File: src/hw/rtl/xbe_pkg.sv
// Package for the XTEA block encipher: shared types, widths and cipher constants.
// Used by xbe_cell and xtea_block_encipher; depends on nothing else.
`timescale 1ns / 1ps
`default_nettype none

package xbe_pkg;

  localparam int unsigned XbeMaxRounds = 32;
  localparam int unsigned XbeRoundsW   = 6;
  localparam int unsigned XbeWordW     = 32;
  localparam int unsigned XbeCfgIdxW   = 3;
  localparam logic [31:0] XbeDelta     = 32'h9E37_79B9;

  // Configuration register indexes.
  localparam logic [XbeCfgIdxW-1:0] CfgRounds = 3'd0;
  localparam logic [XbeCfgIdxW-1:0] CfgKey0   = 3'd1;
  localparam logic [XbeCfgIdxW-1:0] CfgKey1   = 3'd2;
  localparam logic [XbeCfgIdxW-1:0] CfgKey2   = 3'd3;
  localparam logic [XbeCfgIdxW-1:0] CfgKey3   = 3'd4;

  typedef logic [3:0][XbeWordW-1:0] xbe_key_t;

  typedef struct packed {
    logic [XbeWordW-1:0] v1;
    logic [XbeWordW-1:0] v0;
  } xbe_blk_t;

endpackage

`default_nettype wire

File: src/hw/rtl/xbe_cell.sv
// One XTEA Feistel half-round with its pipeline register.
// Depends on xbe_pkg for the block type, key type and round constant.
`timescale 1ns / 1ps
`default_nettype none

module xbe_cell import xbe_pkg::*; #(
  parameter int unsigned HALF_IDX = 0
) (
  input  wire logic     clk_i,
  input  wire logic     rst_ni,
  input  wire logic     valid_i,
  input  wire xbe_blk_t blk_i,
  input  wire logic     en_i,
  input  wire xbe_key_t key_i,
  output logic          valid_o,
  output xbe_blk_t      blk_o
);

  // Odd cells update v1 after the running sum has advanced; even cells update v0.
  localparam bit          IsSecond = (HALF_IDX % 2) == 1;
  localparam int unsigned SumSteps = (HALF_IDX / 2) + (HALF_IDX % 2);
  localparam logic [63:0] SumFull  = 64'(XbeDelta) * 64'(SumSteps);
  localparam logic [31:0] Sum      = SumFull[31:0];
  localparam logic [1:0]  KeyIdx   = IsSecond ? Sum[12:11] : Sum[1:0];

  logic     valid_q;
  xbe_blk_t blk_d, blk_q;
  logic [XbeWordW-1:0] src, mix, sum_key, upd;

  always_comb begin
    src     = IsSecond ? blk_i.v0 : blk_i.v1;
    mix     = ((src << 4) ^ (src >> 5)) + src;
    sum_key = Sum + key_i[KeyIdx];
    upd     = mix ^ sum_key;
    blk_d   = blk_i;
    if (en_i) begin
      if (IsSecond) begin
        blk_d.v1 = blk_i.v1 + upd;
      end else begin
        blk_d.v0 = blk_i.v0 + upd;
      end
    end
  end

  always_ff @(posedge clk_i or negedge rst_ni) begin
    if (!rst_ni) begin
      valid_q <= 1'b0;
    end else begin
      valid_q <= valid_i;
    end
  end

  always_ff @(posedge clk_i) begin
    blk_q <= blk_d;
  end

  assign valid_o = valid_q;
  assign blk_o   = blk_q;

endmodule

`default_nettype wire

File: config.mk
export PLATFORM = sky130hd
export DESIGN_NAME = xbe_cell
export DESIGN_NICKNAME = d
export VERILOG_FILES = /design/src/hw/rtl/xbe_pkg.sv /design/src/hw/rtl/xbe_cell.sv
export SDC_FILE = /design/constraint.sdc
export NUM_CORES = 1
export LEC_CHECK = 0
export ABC_AREA = 1
export BUFFER_PORTS_ARGS = -buffer_cell sky130_fd_sc_hd__buf_2
export CORE_MARGIN = 4
export CORE_UTILIZATION = 49
export CTS_CLUSTER_SIZE = 20
export DETAILED_ROUTE_END_ITERATION = 8
export PLACE_DENSITY = 0.92
export SLEW_MARGIN = 30
export SYNTH_ARGS = -nofsm -noshare
export SYNTH_HDL_FRONTEND = slang
export SYNTH_SLANG_ARGS = --single-unit
File: constraint.sdc
create_clock -name clk_i -period 0.8 [get_ports clk_i]
set_input_delay 0.2 -clock clk_i [delete_from_list [all_inputs] [get_ports clk_i]]
set_output_delay 0.2 -clock clk_i [all_outputs]
set_load 0.01 [all_outputs]
==> results.md, run 1 <==
* I/O pin total at 261
* Number of buffer cells added on primary ports at 164
* Outcome: aborted with a tool error
* Vertical die dimension at 120 um
* Count of unique library cells instantiated by Yosys at 39
* First error in the log: [ERROR GRT-0232] Routing congestion too high. Check the congestion heatmap in the GUI.
* Maximum count of clock buffers along a single path at 2
* Chip Width at 120 um
* Most instantiated library cell after synthesis: nand2_1
* Sequential share of the synthesized area at 21.2%
* Synthesized cell area at 6160 sq um
* Fail Step: global routing (5_1_grt)
* Synth top area cells: dfxtp_1 (21%), nand2_1 (15%), ha_1 (14%)
* Largest net degree at the start of global routing at 30
* Starting density of the core at 50.6%
* Root buffer cell: clkbuf_16
* H-tree levels at 3
* Setup slack at placement at -2620 ps
* # rows at 40
* Final weighted congestion in routability-driven placement at 1.07
* Flops & latches, synth at 65
* Library cell with the largest summed area after synthesis: dfxtp_1
* Number of enable-type register cells in the synthesized netlist at 0
* Overflow left after global routing at 257
* Avg Cell Area, Syn at 6.70 sq um
* Total number of yosys warnings at 0
* Synthesized instance count at 919
* Proportion of netlist area held by the largest area contributor at 20.8%
* Final HPWL from detailed placement at 18400 um
* Flip-flop cell with the highest count after synthesis: dfxtp_1
* Global Route Usage Sum at 83.8%
* Commonest cells in the netlist: nand2_1 (248), inv_1 (114), xor2_1 (72), a21oi_1 (69), ha_1 (69)
* Async set-reset flop share out of synthesis at 1.54%
* Clock sink total at 65
* Post-Synthesis Net Count at 1186
* TritonCTS buffer count at 9
## cell families after synthesis
kind of cell / count (synthesis) / synth area share (%)
DFF: 65 / 21.2
buffers and inverters: 123 / 7.52
adders and majority gates: 71 / 14.7
and+or+nand+nor: 413 / 28.8
xor gates and xnor gates: 96 / 13.7
AOI/OAI and AO/OA: 151 / 14.1
## metrics by stage
step	std cells	area, sq um
after detailed placement	1424	8830
after CTS	1497	11000
after floorplan	919	6470
after global placement	1424	8830
## timing repair
item,4_1_cts
setup buffers,45
pin swaps,152
gates resized for setup,318
hold buffers,13
cloned,0
endpoints found under the hold margin,13
setup endpoints to repair,97
## metal layers
metal | GRT overflow | global-route usage (%)
met5 | 0 | 32.7
met4 | 89 | 89.6
met3 | 3 | 71.2
met2 | 163 | 97.5
met1 | 2 | 82.0
==> run 2, diff against run 1 <==
--- a/config.mk
+++ b/config.mk
@@ -8,10 +8,9 @@
 export ABC_AREA = 1
 export BUFFER_PORTS_ARGS = -buffer_cell sky130_fd_sc_hd__buf_2
 export CORE_MARGIN = 4
-export CORE_UTILIZATION = 49
-export CTS_CLUSTER_SIZE = 20
+export CORE_UTILIZATION = 40
 export DETAILED_ROUTE_END_ITERATION = 8
-export PLACE_DENSITY = 0.92
+export PLACE_DENSITY_LB_ADDON = 0.15
 export SLEW_MARGIN = 30
 export SYNTH_ARGS = -nofsm -noshare
 export SYNTH_HDL_FRONTEND = slang
==> results.md, run 2 <==
* Outcome: complete, but fails checks (was aborted with a tool error)
* Violated checks: setup timing
* Maximum count of clock buffers along a single path at 2 (unchanged)
* Synthesized cell area at 6160 sq um (unchanged)
* Most instantiated library cell after synthesis: nand2_1 (unchanged)
* Vias per cell at 5.31
* Average routed wire per standard cell at 18.3 um
* Sequential share of the synthesized area at 21.2% (unchanged)
* Number of global-route vias before repair at 7804
* Async set-reset flop share out of synthesis at 1.54% (unchanged)
* Highest routing layer actually used: met4
* Synthesized instance count at 919 (unchanged)
* CP arrival at 3340 ps
* Layout Nets at 1619
* Detailed-routed wire length on met3 at 1640 um
* Global-route wire length before repair at 38600 um
* Number of buffer cells added on primary ports at 164 (unchanged)
* Commonest cells in the netlist: nand2_1 (248), inv_1 (114), xor2_1 (72), a21oi_1 (69), ha_1 (69) (unchanged)
* Post-detailed-route DRC marker count at 0
* H-tree levels at 3 (unchanged)
* Count of TritonRoute iterations in the first routing pass at 5
* Pwr dens at 2690 nW/um^2
* P&R area growth vs syn at 99.7%
* Post-Synthesis Net Count at 1186 (unchanged)
* Library cell with the largest summed area after synthesis: dfxtp_1 (unchanged)
* Time the worst path needs with I/O delays and setup at 3090 ps
* Post-placement cell count at 1459 (was 1424)
* CP Class: input pin to flop
* M1 WL at 11200 um
* Maximum capacitance violations at 0
* Worst Setup Start Kind: input pin
* Number of antenna violations at the first check in global routing at 0
* Final Setup Violations at 97
* Worst-margin pin slew at 540 ps
* # rows at 45 (was 40)
* Register area at 1330 sq um
* Final cell count without fillers at 1545
* Number of max-slew violations in the final report at 0
* Initial detailed-routing violation count at 515
* Critical Path Sink Type: flop
* RSZ-0062 raised after global routing: yes
* Clock sink total at 65 (unchanged)
* Detail Route Antenna Nets at 0
* Die Outline Area at 17400 sq um
* Post-CTS clock slew at the launch and capture registers of the worst setup and hold paths at 60 ps
* Peak Freq at 0.323 GHz
* CP endpoint: blk_o[30]$_DFF_P_
* Final HPWL from detailed placement at 17500 um (was 18400 um)
* Starting density of the core at 40.6% (was 50.6%)
* Sum of met2 wire segment lengths after detailed routing at 14200 um
* Chip Width at 132 um (was 120 um)
* CP startpoint: blk_i[46]
* Flip-flop cell with the highest count after synthesis: dfxtp_1 (unchanged)
* Setup slack at placement at -2640 ps (was -2620 ps)
* Share of cells above drive strength 1 at 60.7%
* Leading cell type in the layout, fill and taps excluded: buf_4
* TritonCTS buffer count at 9 (unchanged)
* Slew headroom at 63.9%
* Vertical die dimension at 132 um (was 120 um)
* Global Route Usage Sum at 27.1%
* Detailed-route wire length at 28200 um
* Class of the worst hold path: input pin to flop
* Data required time at the worst endpoint at 1040 ps
* Largest net degree at the start of global routing at 38
* Synth top area cells: dfxtp_1 (21%), nand2_1 (15%), ha_1 (14%) (unchanged)
* Root buffer cell: clkbuf_16 (unchanged)
* Placeable core area at 15100 sq um
* Count of unique library cells instantiated by Yosys at 39 (unchanged)
* Overflow left after global routing at 0
* Fill cell count at 822
* Worst-path maximum fanout at 4
* TritonCTS clock tree: yes
* Flops & latches, synth at 65 (unchanged)
* Leakage Power at 5.89 nW
* I/O pin total at 261 (unchanged)
* Area of combinational cells with multiple inputs at 6620 sq um
* Avg Cell Area, Syn at 6.70 sq um (unchanged)
* Proportion of netlist area held by the largest area contributor at 20.8% (unchanged)
* Count of vias placed by the detailed router at 8204
* Final weighted congestion in routability-driven placement at 0.895 (was 1.07)
* Peak supply drop at 1.44 mV
* Top library cells by usage in the layout, fill and taps aside: buf_4 (204), nand2_1 (167), buf_2 (125), inv_1 (83), buf_6 (80)
* Final worst path period share at 387%
* Post-route setup slack at -2290 ps
* Total number of yosys warnings at 0 (unchanged)
* Number of hold violations in the final report at 0
* Max reg flops at 64
* Antenna diodes at 0
* Number of enable-type register cells in the synthesized netlist at 0 (unchanged)
==> run 2: timing repair <==
item	in CTS	in global routing
hold endpoints to repair	9	0
pin swaps	155	141
hold buffers	9	0
buffers inserted	46	25
endpoints found under the setup margin	97	97
resized for setup	306	240
==> run 2: how the worst min path moves through the flow <==
| stage | depth (start not counted) | to | from |
|---|---|---|---|
| 2_1_floorplan | 0 | valid_o$_DFF_PN0_ | rst_ni |
| 3_3_place_gp | 1 | valid_o$_DFF_PN0_ | rst_ni |
| 3_5_place_dp | 1 | valid_o$_DFF_PN0_ | rst_ni |
| 4_1_cts | 1 | blk_o[45]$_DFF_P_ | blk_i[45] |
| 5_1_grt | 1 | blk_o[54]$_DFF_P_ | blk_i[54] |
| 6_report | 1 | blk_o[54]$_DFF_P_ | blk_i[54] |
==> run 2: cell families after synthesis <==
logic type | after synthesis | synth area share, %
flops | 65 | 21.2
xor+xnor | 96 | 13.7
buf+inv | 123 | 7.52
compound gates | 151 | 14.1
simple gates | 413 | 28.8
fa+ha+maj | 71 | 14.7
==> run 2: final cells by class <==
type	instances	area share (%)
Multi-Input combinational cell	731	53.9
Timing Repair Buffer	428	27.1
Sequential cell	65	10.8
Inverter	117	3.63
Tap cell	188	1.91
Clock buffer	9	1.83
Clock inverter	7	0.824
==> run 2: power by group <==
part           internal [mW]  switching (mW)  leakage (nW)
clock network           2.76            1.74         0.153
logic                   11.8            12.7          5.18
registers               3.94           0.191         0.552
total                   18.5            14.6          5.89
==> run 2: per-layer routing <==
metal	vias up	track usage [%]
met5	-	0
met1	3868	35.1
li1	3859	-
met2	368	46.6
met3	109	4.50
met4	0	7.58
==> run 2: worst max-delay path, cell delays in order <==
cell and delay [ps]:
buf_4 160, xor2_1 150, ha_1 380, a21oi_1 250, o21bai_1 140, a21oi_2 160
buf_4 130, a21bo_4 230, xor2_4 180, ha_4 330, inv_2 50, nor3_4 180
inv_2 60, o21bai_1 220, inv_1 130, nor2_2 130, nor2_2 40, nand2_1 50
nand2_1 50, nand3_1 60, nand2_1 40
==> run 2: metrics by stage <==
step           area, sq um  total power, mW  utilization [%]  hold slack (ps)  setup TNS (ps)
6_report             12300             33.1             81.2             21.3          -72300
4_1_cts              11100             28.6             73.0            0.758          -68400
3_5_place_dp          8990             19.5             59.4            -21.7          -70810
3_3_place_gp          8990             19.4             59.4            -24.5          -70620
2_1_floorplan         6470             13.0                -            -95.6          -52420
5_1_grt              12300             34.7             81.2             32.3          -77510
Note: power is estimated with default switching activity, not from simulation.
==> run 3, diff against run 2 <==
--- a/config.mk
+++ b/config.mk
@@ -11,6 +11,7 @@
 export CORE_UTILIZATION = 40
 export DETAILED_ROUTE_END_ITERATION = 8
 export PLACE_DENSITY_LB_ADDON = 0.15
+export SKIP_CTS_REPAIR_TIMING = 1
 export SLEW_MARGIN = 30
 export SYNTH_ARGS = -nofsm -noshare
 export SYNTH_HDL_FRONTEND = slang
==> results.md, run 3 (synthesis gave the netlist of run 2 again) <==
* Outcome: complete, but fails checks (unchanged)
* Violated checks: hold timing, setup timing (was setup timing)
* Count of vias placed by the detailed router at 7758 (was 8204)
* Cell Chain, Critical Path: buf_4 > xor2_1 > ha_2 > a21oi_2 > nand2_2 > a21oi_2 > nand2_4 > a21oi_4 > xor2_2 > buf_4 > ha_4 > nand2_4 > nor3_4 > inv_1 > o21bai_1 > inv_1 > nor2_2 > nor2_2 > nand2_1 > nand2_1 > nand3_1 > nand2_1 (was buf_4 > xor2_1 > ha_1 > a21oi_1 > o21bai_1 > a21oi_2 > buf_4 > a21bo_4 > xor2_4 > ha_4 > inv_2 > nor3_4 > inv_2 > o21bai_1 > inv_1 > nor2_2 > nor2_2 > nand2_1 > nand2_1 > nand3_1 > nand2_1)
* Maximum capacitance violations at 0 (unchanged)
* Layout Nets at 1586 (was 1619)
* Hold WS at -24.8 ps (was 21.3 ps)
* Maximum count of clock buffers along a single path at 2 (unchanged)
* Gate power share at 72.8% (was 73.9%)
* P&R area growth vs syn at 93.5% (was 99.7%)
* Chip Width at 132 um (unchanged)
* Vias per cell at 5.13 (was 5.31)
* Post-CTS clock slew at the launch and capture registers of the worst setup and hold paths at 60 ps (about the same)
* Vertical die dimension at 132 um (unchanged)
* CP Class: input pin to flop (unchanged)
* Post-detailed-route DRC marker count at 0 (unchanged)
* Starting density of the core at 40.6% (unchanged)
* Worst path slowest cell: ha_2 (was ha_1)
* Die Outline Area at 17400 sq um (unchanged)
* Worst hold path stage count at 1 (unchanged)
* Final Core Density at 78.7% (was 81.2%)
* Pwr Total at 31.7 mW (was 33.1 mW)
* Detail Route Antenna Nets at 0 (unchanged)
* Leakage Power at 5.67 nW (was 5.89 nW)
* Global Route Usage Sum at 23.4% (was 27.1%)
* I/O pin total at 261 (unchanged)
* Internal cell power at 17.9 mW (was 18.5 mW)
* Data required time at the worst endpoint at 1050 ps (was 1040 ps)
* Final-layout setup total negative slack at -70240 ps (was -72300 ps)
* Worst-margin pin slew at 506 ps (was 540 ps)
* Post-route setup slack at -2250 ps (was -2290 ps)
* Critical Path Sink Type: flop (unchanged)
* End point of the worst hold path: blk_o[49]$_DFF_P_ (was blk_o[54]$_DFF_P_)
* Clk network pwr share at 14.1% (was 13.6%)
* Root buffer cell: clkbuf_16 (unchanged)
* Placeable core area at 15100 sq um (unchanged)
* Peak supply drop at 1.33 mV (was 1.44 mV)
* Library cell appearing most often on the critical path: nand2_1 (unchanged)
* Initial detailed-routing violation count at 471 (was 515)
* Clock sink total at 65 (unchanged)
* Antenna diodes at 0 (unchanged)
* RSZ-0062 raised after global routing: yes (unchanged)
* Number of buffer cells added on primary ports at 164 (unchanged)
* Part of the total power dissipated in sequential elements at 13.0% (was 12.5%)
* Net switching component of the power at 13.8 mW (was 14.6 mW)
* Peak Freq at 0.328 GHz (was 0.323 GHz)
* Largest net degree at the start of global routing at 38 (unchanged)
* Detailed-route wire length at 24900 um (was 28200 um)
* Number of antenna violations at the first check in global routing at 0 (unchanged)
* Share of cells above drive strength 1 at 59.7% (was 60.7%)
* Top library cells by usage in the layout, fill and taps aside: buf_4 (187), nand2_1 (166), buf_2 (125), inv_1 (88), buf_6 (64) (was buf_4 (204), nand2_1 (167), buf_2 (125), inv_1 (83), buf_6 (80))
* Setup slack at placement at -2640 ps (unchanged)
* Final worst path period share at 381% (was 387%)
* Worst-path maximum fanout at 5 (was 4)
* Slew headroom at 66.1% (was 63.9%)
* Final weighted congestion in routability-driven placement at 0.895 (unchanged)
* Number of global-route vias before repair at 6946 (was 7804)
* # rows at 45 (unchanged)
* Final HPWL from detailed placement at 17500 um (unchanged)
* H-tree levels at 3 (unchanged)
* Final Setup Violations at 97 (unchanged)
* Number of max-slew violations in the final report at 0 (unchanged)
* Max reg flops at 64 (unchanged)
* Average routed wire per standard cell at 16.5 um (was 18.3 um)
* TritonCTS clock tree: yes (unchanged)
* Time the worst path needs with I/O delays and setup at 3050 ps (was 3090 ps)
* CP arrival at 3290 ps (was 3340 ps)
* Leading cell type in the layout, fill and taps excluded: buf_4 (unchanged)
* Number of hold violations in the final report at 1 (was 0)
* Pwr dens at 2660 nW/um^2 (was 2690 nW/um^2)
* Worst Setup Start Kind: input pin (unchanged)
* Count of TritonRoute iterations in the first routing pass at 5 (unchanged)
* Global-route wire length before repair at 33400 um (was 38600 um)
* Critical hold path startpoint: blk_i[49] (was blk_i[54])
* Overflow left after global routing at 0 (unchanged)
* TritonCTS buffer count at 9 (unchanged)
* Longest individual stage delay on the worst path at 340 ps (was 380 ps)
* Sw Share at 43.6% (was 44.2%)
* Class of the worst hold path: input pin to flop (unchanged)
## run 3: how the worst max path moves through the flow
| stage | start | to |
|---|---|---|
| 3_5_place_dp | blk_i[44] | blk_o[31]$_DFF_P_ |
| 6_report | blk_i[38] | blk_o[30]$_DFF_P_ |
| 2_1_floorplan | blk_i[41] | blk_o[31]$_DFF_P_ |
| 5_1_grt | blk_i[38] | blk_o[30]$_DFF_P_ |
| 4_1_cts | blk_i[44] | blk_o[31]$_DFF_P_ |
| 3_3_place_gp | blk_i[48] | blk_o[31]$_DFF_P_ |
## run 3: layer usage
layer,up-vias,track usage [%],wire [um]
met5,-,0,0
met4,0,5.83,553
met3,46,4.85,1340
met2,283,38.1,12500
met1,3644,31.8,10500
li1,3785,-,-
## run 3: area by class of cell
class / count / area (sq um)
well taps: 188 / 235
inverters: 117 / 459
fillers: 932 / 3230
flip-flops and latches: 65 / 1330
repair buffers: 395 / 3040
clock inverters: 7 / 101
multi-input cells: 731 / 6520
clock buffers: 9 / 225
## run 3: per-stage QoR
step / instances / area, sq um
6_report: 1512 / 11900
5_1_grt: 1512 / 11900
4_1_cts: 1475 / 9320
3_5_place_dp: 1459 / 8990
3_3_place_gp: 1459 / 8990
2_1_floorplan: 919 / 6470
## run 3: worst max-delay path: cells and delay by family
family,cells,cell delay (ps)
and+or+nand+nor,10,860
buffers and inverters,4,510
adders and majority gates,2,620
AOI/OAI and AO/OA,4,780
xor gates and xnor gates,2,290
## run 3: power groups by stage
stage	logic (mW)	clock network [mW]	registers, mW
3_5_place_dp	15.4	0	4.09
5_1_grt	24.7	4.68	4.21
4_1_cts	15.5	4.54	4.02
2_1_floorplan	8.56	0	4.48
3_3_place_gp	15.3	0	4.08
6_report	23.1	4.47	4.13
